$ cat src/rtl/core/rsp_pkg.sv
`default_nettype none

package rsp_pkg;

	localparam int MSG_LEN     = 15;
	localparam int IDX_W       = $clog2(MSG_LEN);
	localparam int POS_W       = IDX_W + 1;
	localparam int MAG_W       = 14;
	localparam int VAL_W       = 15;
	localparam int ST_W        = 3;
	localparam int HDR_LEN     = 5;
	localparam int HDR_IDX_W   = $clog2(HDR_LEN);
	localparam int FIELD_CHARS = 4;
	localparam int CNT_W       = $clog2(FIELD_CHARS);
	localparam int WEIGHT_W    = 10;

	typedef logic [7:0]      char_t;
	typedef logic [ST_W-1:0] status_t;

	localparam char_t CH_STAR  = 8'h2A;
	localparam char_t CH_COMMA = 8'h2C;
	localparam char_t CH_MINUS = 8'h2D;
	localparam char_t CH_ZERO  = 8'h30;
	localparam char_t CH_NINE  = 8'h39;

	localparam status_t ST_OK        = 3'd0;
	localparam status_t ST_OVERFLOW  = 3'd1;
	localparam status_t ST_HEADER    = 3'd2;
	localparam status_t ST_BAD_YAW   = 3'd3;
	localparam status_t ST_BAD_SPEED = 3'd4;

	localparam logic [MAG_W-1:0] MAG_RESET = 14'd100;

	localparam char_t HDR_TEXT [HDR_LEN] = '{8'h24, 8'h52, 8'h45, 8'h46, 8'h2C};

	localparam logic [WEIGHT_W-1:0] DIGIT_WEIGHT [FIELD_CHARS] =
		'{10'd1, 10'd10, 10'd100, 10'd1000};

endpackage

`default_nettype wire

$ cat src/rtl/core/ref_sentence_parser.sv
// Throughput: one byte per cycle between terminators while idle. A byte that
// ends no message gives no word, unless it fills the buffer: an overflow word.
// A '*' runs the header check and the backward field scan through one memory
// read port and one multiply-add unit, reading then evaluating bytes in turn,
// then waits for the output register to be free. Reset is asynchronous, active
// low: write position and held values clear to zero, the limit to 100.
`default_nettype none

module ref_sentence_parser import rsp_pkg::*; (
	input  logic        clk,
	input  logic        arst_n,
	input  logic        s_axis_tvalid,
	output logic        s_axis_tready,
	input  logic [7:0]  s_axis_tdata,  // rx_byte [7:0]
	output logic        m_axis_tvalid,
	input  logic        m_axis_tready,
	output logic [31:0] m_axis_tdata,  // yaw_value [14:0], speed_value [29:15], zero [31:30]
	output logic [3:0]  m_axis_tuser,  // status [2:0], yaw_updated [3]
	input  logic        cfg_valid,
	output logic        cfg_ready,
	input  logic [13:0] cfg_data       // max_magnitude [13:0]
);

	localparam logic [2:0] S_IDLE = 3'd0;
	localparam logic [2:0] S_HRD  = 3'd1;
	localparam logic [2:0] S_HEV  = 3'd2;
	localparam logic [2:0] S_FRD  = 3'd3;
	localparam logic [2:0] S_FEV  = 3'd4;
	localparam logic [2:0] S_DONE = 3'd5;

	logic [2:0]       state_q;
	logic [IDX_W-1:0] wr_pos_q;
	logic [IDX_W-1:0] star_q;
	logic [POS_W-1:0] pos_q;
	logic [CNT_W-1:0] cnt_q;
	logic             check_q;
	logic             digits_q;
	logic             neg_q;
	logic             fld_q;
	logic [MAG_W-1:0] acc_q;
	logic [MAG_W-1:0] max_q;
	logic [VAL_W-1:0] held_yaw_q;
	logic [VAL_W-1:0] held_speed_q;
	status_t          res_status_q;
	logic             res_upd_q;
	logic             out_valid_q;
	status_t          out_status_q;
	logic [VAL_W-1:0] out_yaw_q;
	logic [VAL_W-1:0] out_speed_q;
	logic             out_upd_q;

	char_t            mem [MSG_LEN];
	char_t            rdata_q;

	logic             in_acc;
	logic             out_free;
	logic             is_digit;
	logic [3:0]       digit;
	logic [MAG_W-1:0] prod;
	logic [MAG_W-1:0] acc_sum;
	logic             mag_ok;
	logic [VAL_W-1:0] fld_mag;
	logic [VAL_W-1:0] fld_val;

	assign in_acc   = s_axis_tvalid && s_axis_tready;
	assign out_free = !out_valid_q || m_axis_tready;
	assign is_digit = (rdata_q >= CH_ZERO) && (rdata_q <= CH_NINE);
	assign digit    = 4'(rdata_q - CH_ZERO);
	assign prod     = MAG_W'(digit) * MAG_W'(DIGIT_WEIGHT[cnt_q]);
	assign acc_sum  = acc_q + prod;
	assign mag_ok   = acc_q <= max_q;
	assign fld_mag  = {1'b0, acc_q};
	assign fld_val  = neg_q ? -fld_mag : fld_mag;

	assign s_axis_tready = (state_q == S_IDLE);
	assign cfg_ready     = 1'b1;
	assign m_axis_tvalid = out_valid_q;
	assign m_axis_tdata  = {2'b00, out_speed_q, out_yaw_q};
	assign m_axis_tuser  = {out_upd_q, out_status_q};

	always_ff @(posedge clk) begin
		if (in_acc) begin
			mem[wr_pos_q] <= s_axis_tdata;
		end
		rdata_q <= mem[pos_q[IDX_W-1:0]];
	end

	always_ff @(posedge clk or negedge arst_n) begin
		if (!arst_n) begin
			state_q      <= S_IDLE;
			wr_pos_q     <= '0;
			star_q       <= '0;
			pos_q        <= '0;
			cnt_q        <= '0;
			check_q      <= 1'b0;
			digits_q     <= 1'b0;
			neg_q        <= 1'b0;
			fld_q        <= 1'b0;
			acc_q        <= '0;
			max_q        <= MAG_RESET;
			held_yaw_q   <= '0;
			held_speed_q <= '0;
			res_status_q <= ST_OK;
			res_upd_q    <= 1'b0;
			out_valid_q  <= 1'b0;
			out_status_q <= ST_OK;
			out_yaw_q    <= '0;
			out_speed_q  <= '0;
			out_upd_q    <= 1'b0;
		end else begin
			if (cfg_valid) begin
				max_q <= cfg_data;
			end
			if (state_q == S_DONE && out_free) begin
				out_valid_q <= 1'b1;
			end else if (m_axis_tready) begin
				out_valid_q <= 1'b0;
			end
			unique case (state_q)
				S_IDLE: begin
					if (in_acc) begin
						if (s_axis_tdata == CH_STAR) begin
							star_q    <= wr_pos_q;
							wr_pos_q  <= '0;
							pos_q     <= '0;
							res_upd_q <= 1'b0;
							state_q   <= S_HRD;
						end else if (wr_pos_q == IDX_W'(MSG_LEN - 1)) begin
							wr_pos_q     <= '0;
							res_status_q <= ST_OVERFLOW;
							res_upd_q    <= 1'b0;
							state_q      <= S_DONE;
						end else begin
							wr_pos_q <= wr_pos_q + 1'b1;
						end
					end
				end
				S_HRD: begin
					state_q <= S_HEV;
				end
				S_HEV: begin
					if (rdata_q != HDR_TEXT[pos_q[HDR_IDX_W-1:0]]) begin
						res_status_q <= ST_HEADER;
						state_q      <= S_DONE;
					end else if (pos_q == POS_W'(HDR_LEN - 1)) begin
						pos_q    <= {1'b0, star_q} - 1'b1;
						fld_q    <= 1'b0;
						cnt_q    <= '0;
						check_q  <= 1'b0;
						digits_q <= 1'b0;
						neg_q    <= 1'b0;
						acc_q    <= '0;
						state_q  <= S_FRD;
					end else begin
						pos_q   <= pos_q + 1'b1;
						state_q <= S_HRD;
					end
				end
				S_FRD: begin
					if (pos_q[POS_W-1]) begin
						res_status_q <= fld_q ? ST_BAD_SPEED : ST_BAD_YAW;
						state_q      <= S_DONE;
					end else begin
						state_q <= S_FEV;
					end
				end
				S_FEV: begin
					if (rdata_q == CH_COMMA) begin
						if (digits_q && mag_ok) begin
							if (!fld_q) begin
								held_yaw_q <= fld_val;
								res_upd_q  <= 1'b1;
								fld_q      <= 1'b1;
								pos_q      <= pos_q - 1'b1;
								cnt_q      <= '0;
								check_q    <= 1'b0;
								digits_q   <= 1'b0;
								neg_q      <= 1'b0;
								acc_q      <= '0;
								state_q    <= S_FRD;
							end else begin
								held_speed_q <= fld_val;
								res_status_q <= ST_OK;
								state_q      <= S_DONE;
							end
						end else begin
							res_status_q <= fld_q ? ST_BAD_SPEED : ST_BAD_YAW;
							state_q      <= S_DONE;
						end
					end else if (!check_q && rdata_q == CH_MINUS) begin
						neg_q   <= 1'b1;
						check_q <= 1'b1;
						pos_q   <= pos_q - 1'b1;
						state_q <= S_FRD;
					end else if (!check_q && is_digit) begin
						acc_q    <= acc_sum;
						digits_q <= 1'b1;
						pos_q    <= pos_q - 1'b1;
						cnt_q    <= cnt_q + 1'b1;
						if (cnt_q == CNT_W'(FIELD_CHARS - 1)) begin
							check_q <= 1'b1;
						end
						state_q <= S_FRD;
					end else begin
						res_status_q <= fld_q ? ST_BAD_SPEED : ST_BAD_YAW;
						state_q      <= S_DONE;
					end
				end
				S_DONE: begin
					if (out_free) begin
						out_status_q <= res_status_q;
						out_yaw_q    <= held_yaw_q;
						out_speed_q  <= held_speed_q;
						out_upd_q    <= res_upd_q;
						state_q      <= S_IDLE;
					end
				end
				default: begin
					state_q <= S_IDLE;
				end
			endcase
		end
	end

endmodule

`default_nettype wire

$ cat config.mk
export PLATFORM = sky130hd
export DESIGN_NAME = ref_sentence_parser
export DESIGN_NICKNAME = d
export VERILOG_FILES = /design/src/rtl/core/rsp_pkg.sv /design/src/rtl/core/ref_sentence_parser.sv
export SDC_FILE = /design/constraint.sdc
export NUM_CORES = 1
export LEC_CHECK = 0
export ABC_AREA = 1
export BUFFER_PORTS_ARGS = -buffer_cell sky130_fd_sc_hd__buf_2
export CAP_MARGIN = 20
export CORE_ASPECT_RATIO = 0.5
export CORE_MARGIN = 10
export CORE_UTILIZATION = 35
export CTS_CLUSTER_SIZE = 20
export DETAILED_ROUTE_END_ITERATION = 10
export GPL_TIMING_DRIVEN = 0
export SLEW_MARGIN = 5
export SYNTH_ARGS = -nofsm -noshare
export SYNTH_HDL_FRONTEND = slang
export SYNTH_SLANG_ARGS = --single-unit
$ cat constraint.sdc
create_clock -name clk -period 4.6 [get_ports clk]
set_input_delay 0.23 -clock clk [delete_from_list [all_inputs] [get_ports clk]]
set_output_delay 0.23 -clock clk [all_outputs]
set_load 0.02 [all_outputs]
==> results.sh <==
export IMPL_r2r_end="acc_q[10]"
export IMPL_yosysSeqAreaShare_pct=53.9
export IMPL_crit_slowest_cell="fa_1"
export IMPL_synth_edf_count=120
export IMPL_fillCellCount=3382
export IMPL_num_io_pins=66
export IMPL_wl_per_cell_um=15.6
export IMPL_cts_tree="yes"
export IMPL_finalSetupViolCount=0
export IMPL_hp_class="in2reg"
export IMPL_grt_pass1_vias=8677
export IMPL_relSlewSlack_pct=40.8
export IMPL_rr_startpoint="cnt_q[0]"
export IMPL_cts_root_buf="clkbuf_16"
export IMPL_status="completed"
export IMPL_fp_coreArea_um2=34900
export IMPL_fmax_mhz=239
export IMPL_min_period_over_period_pct=90.8
export IMPL_hold_start="s_axis_tdata[6]"
export IMPL_drive_gt1_share_pct=14.0
export IMPL_die_h_um=154
export IMPL_crit_type="reg2reg"
export IMPL_skew_ns=0.0333
export IMPL_fin_area_um2=14400
export IMPL_antenna_cells=0
export IMPL_drc=0
export IMPL_startpoint="cnt_q[0]"
export IMPL_die_w_um=287
export IMPL_die_area_um2=44200
export IMPL_rsz0062_at_grt="no"
export IMPL_track_usage_pct=13.2
export IMPL_cp_end_kind="flip-flop"
export IMPL_antenna_found_initial=0
export IMPL_synthFlopType="edfxtp_1"
export IMPL_reg2reg_slack_ns=0.42
export IMPL_synth_seq_cells=247
export IMPL_cts_repair_resized=0
export IMPL_cts_buffers=24
export IMPL_first_pass_iters=5
export IMPL_arrival_ns=4.60
export IMPL_worstPathCellList="inv_1 > ha_1 > nand2_1 > fa_1 > fa_1 > fa_1 > inv_1 > ha_1 > nand3_1 > nand2_1 > a21oi_1 > o21ai_0 > a21oi_1 > or2_2 > nand3_1 > nand2_1"
export IMPL_cts_sinks=247
export IMPL_nets=1493
export IMPL_drv_cap=0
export IMPL_routabilityCongestion=0.839
export IMPL_synth_cells=1286
export IMPL_worst_pin_slew_ns=0.885
export IMPL_ys_types=50
export IMPL_leakage_nw=6.63
export IMPL_critPathRequiredTime_ns=5.02
export IMPL_r2r_cells=16
export IMPL_placed_area_um2=13500
export IMPL_holdWs_ns=0.0861
export IMPL_power_density_nw_per_um2=513
export IMPL_synth_avg_cell_area_um2=9.73
export IMPL_start_util_pct=35.9
export IMPL_min_to="mem[14][6]"
export IMPL_finalSetupTns_ns=0
export IMPL_pre_cts_ws_ns=0.431
export IMPL_yosysWarnings=0
export IMPL_crit_path_start_kind="flip-flop"
export IMPL_slew_viol_final=0
export IMPL_post_route_min_period_ns=4.18
export IMPL_clk_path_buf_depth=3
export IMPL_crit_fanout=9
export IMPL_area_delta_synth_final_pct=15.2
export IMPL_crit_path_max_incr_delay_ns=0.52
export IMPL_viasPerCell=4.72
export IMPL_syn_area_um2=12500
export IMPL_grt_overflow=0
export IMPL_hold_viol_final=0
export IMPL_post_route_worst_setup_slack_ns=0.423
export IMPL_path_clk_slew_ns=0.07
export IMPL_grt_pass1_wl_mm=47.4
export IMPL_grt_max_degree=63
export IMPL_num_rows=48
export IMPL_clock_latency_ns=0.56
export IMPL_dp_hpwl_mm=21.1
export IMPL_portBuffers=61
export IMPL_whs_path_depth=1
export IMPL_wl_mm=29.3
export IMPL_irDropWorstVdd_uv=323
export IMPL_antenna_left=0
export IMPL_vias=8900
export IMPL_cts_htree_levels=1
export IMPL_async_flop_share_pct=48.2
export IMPL_drt_iter0_markers=705
-- per-layer routing --
layer	wire length [µm]	GRT usage [%]	part of all wire, %
met4	608	3.10	2.1
met5	0	0	0
met2	13600	21.5	46
met1	13900	18.0	47
met3	1230	2.41	4.2
-- synth_stat cells (all sizes together) (2+ instances only) --
master  number  share of area [%]
nand3b       3               0.18
o22ai       22                1.1
fa          24                3.8
a21o         2               0.12
nand3       51                2.2
o221ai       3               0.21
conb         2              0.060
dfxtp        8                1.3
dfstp        3               0.63
a31oi        5               0.25
or2          5               0.25
nor2       111                3.6
ha          51                5.1
xnor2        5               0.35
nand2      261                8.0
dfrtp      116                 23
xor2        20                1.4
o21bai       2               0.12
inv        181                5.4
o21ai      142                5.7
mux2        33                3.0
clkbuf      28               0.84
a21oi       38                1.6
buf         21                1.2
nor3        11               0.57
edfxtp     120                 29
nand4       11               0.55
-- kinds of logic (layout without fill, tap and decap cells) --
group | Yosys count | in the layout | synth area share [%]
mux | 33 | 33 | 2.97
other cells | 2 | 3 | 0.0600
flops | 247 | 247 | 53.9
simple gates | 454 | 454 | 15.4
buf+inv | 231 | 353 | 7.52
compound gates | 219 | 219 | 9.44
fa+ha+maj | 75 | 75 | 8.94
xor+xnor | 25 | 25 | 1.75
-- worst max-delay path by stage --
stage	endpoint	slack [ns]
after floorplan	acc_q[10]	0.81
after global placement	acc_q[10]	0.50
after detailed placement	acc_q[10]	0.43
after CTS	acc_q[10]	0.40
after global routing	acc_q[10]	0.17
final	acc_q[10]	0.42
-- registers in the layout, summed over array words and instances, names as in the netlist --
| signal | cells |
|---|---|
| mem | 120 |
| held_speed_q | 15 |
| held_yaw_q | 15 |
| out_speed_q | 15 |
| out_yaw_q | 15 |
| acc_q | 14 |
| max_q | 14 |
| rdata_q | 8 |
| pos_q | 5 |
| star_q | 4 |
| wr_pos_q | 4 |
| out_status_q | 3 |
| res_status_q | 3 |
| state_q | 3 |
| cnt_q | 2 |
| check_q | 1 |
| digits_q | 1 |
| fld_q | 1 |
| m_axis_tvalid | 1 |
| neg_q | 1 |
| out_upd_q | 1 |
| res_upd_q | 1 |
-- worst max-delay path: cells and delay by family (launching register included) --
kind,cells,cell delay (ns)
AO/OA/AOI/OAI,3,0.55
flip-flops,1,0.47
buffers and inverters,2,0.16
AND/OR/NAND/NOR,6,0.74
adder cells (fa/ha/maj),5,2.12
-- final cells by class --
cell class | count | area, µm² | area share [%]
sequential | 247 | 6750 | 46.8
multi-input combinational | 809 | 4840 | 33.6
inverter | 182 | 684 | 4.75
clock buffer | 30 | 633 | 4.39
tap | 475 | 594 | 4.12
timing repair buffer | 78 | 499 | 3.46
buffer | 49 | 256 | 1.78
clock inverter | 14 | 168 | 1.16
-- report_power, final --
group	leakage [nW]	total (mW)	switching [mW]	internal, mW
sequential	2.75	2.68	0.148	2.54
combinational	3.49	2.68	1.79	0.894
clock	0.387	2.04	0.881	1.15
-- cell usage in the layout, fill, tap and decap left out, types with 22 or more instances in the layout --
cell type and instances:
nand2_1 256, inv_1 165, edfxtp_1 120, dfrtp_1 116
o21ai_0 106, nor2_1 104, buf_2 64, ha_1 51
nand3_1 48, a21oi_1 36, o21ai_1 34, clkbuf_1 33
mux2_2 33, fa_1 24, clkbuf_16 24, o22ai_1 22
-- per-stage QoR --
stage / std cells / util [%] / power (mW)
floorplan: 1287 / - / 4.65
global placement: 1823 / 38.5 / 5.36
detailed placement: 1824 / 38.6 / 5.39
CTS: 1884 / 41.3 / 7.45
global route: 1884 / 41.3 / 7.95
finish: 1884 / 41.3 / 7.40
-- what timing repair did --
item | CTS | global route
setup buffers | 0 | 0
hold buffers | 16 | 0
endpoints found under the hold margin | 69 | 0
Note: power is estimated with default switching activity, not from simulation.
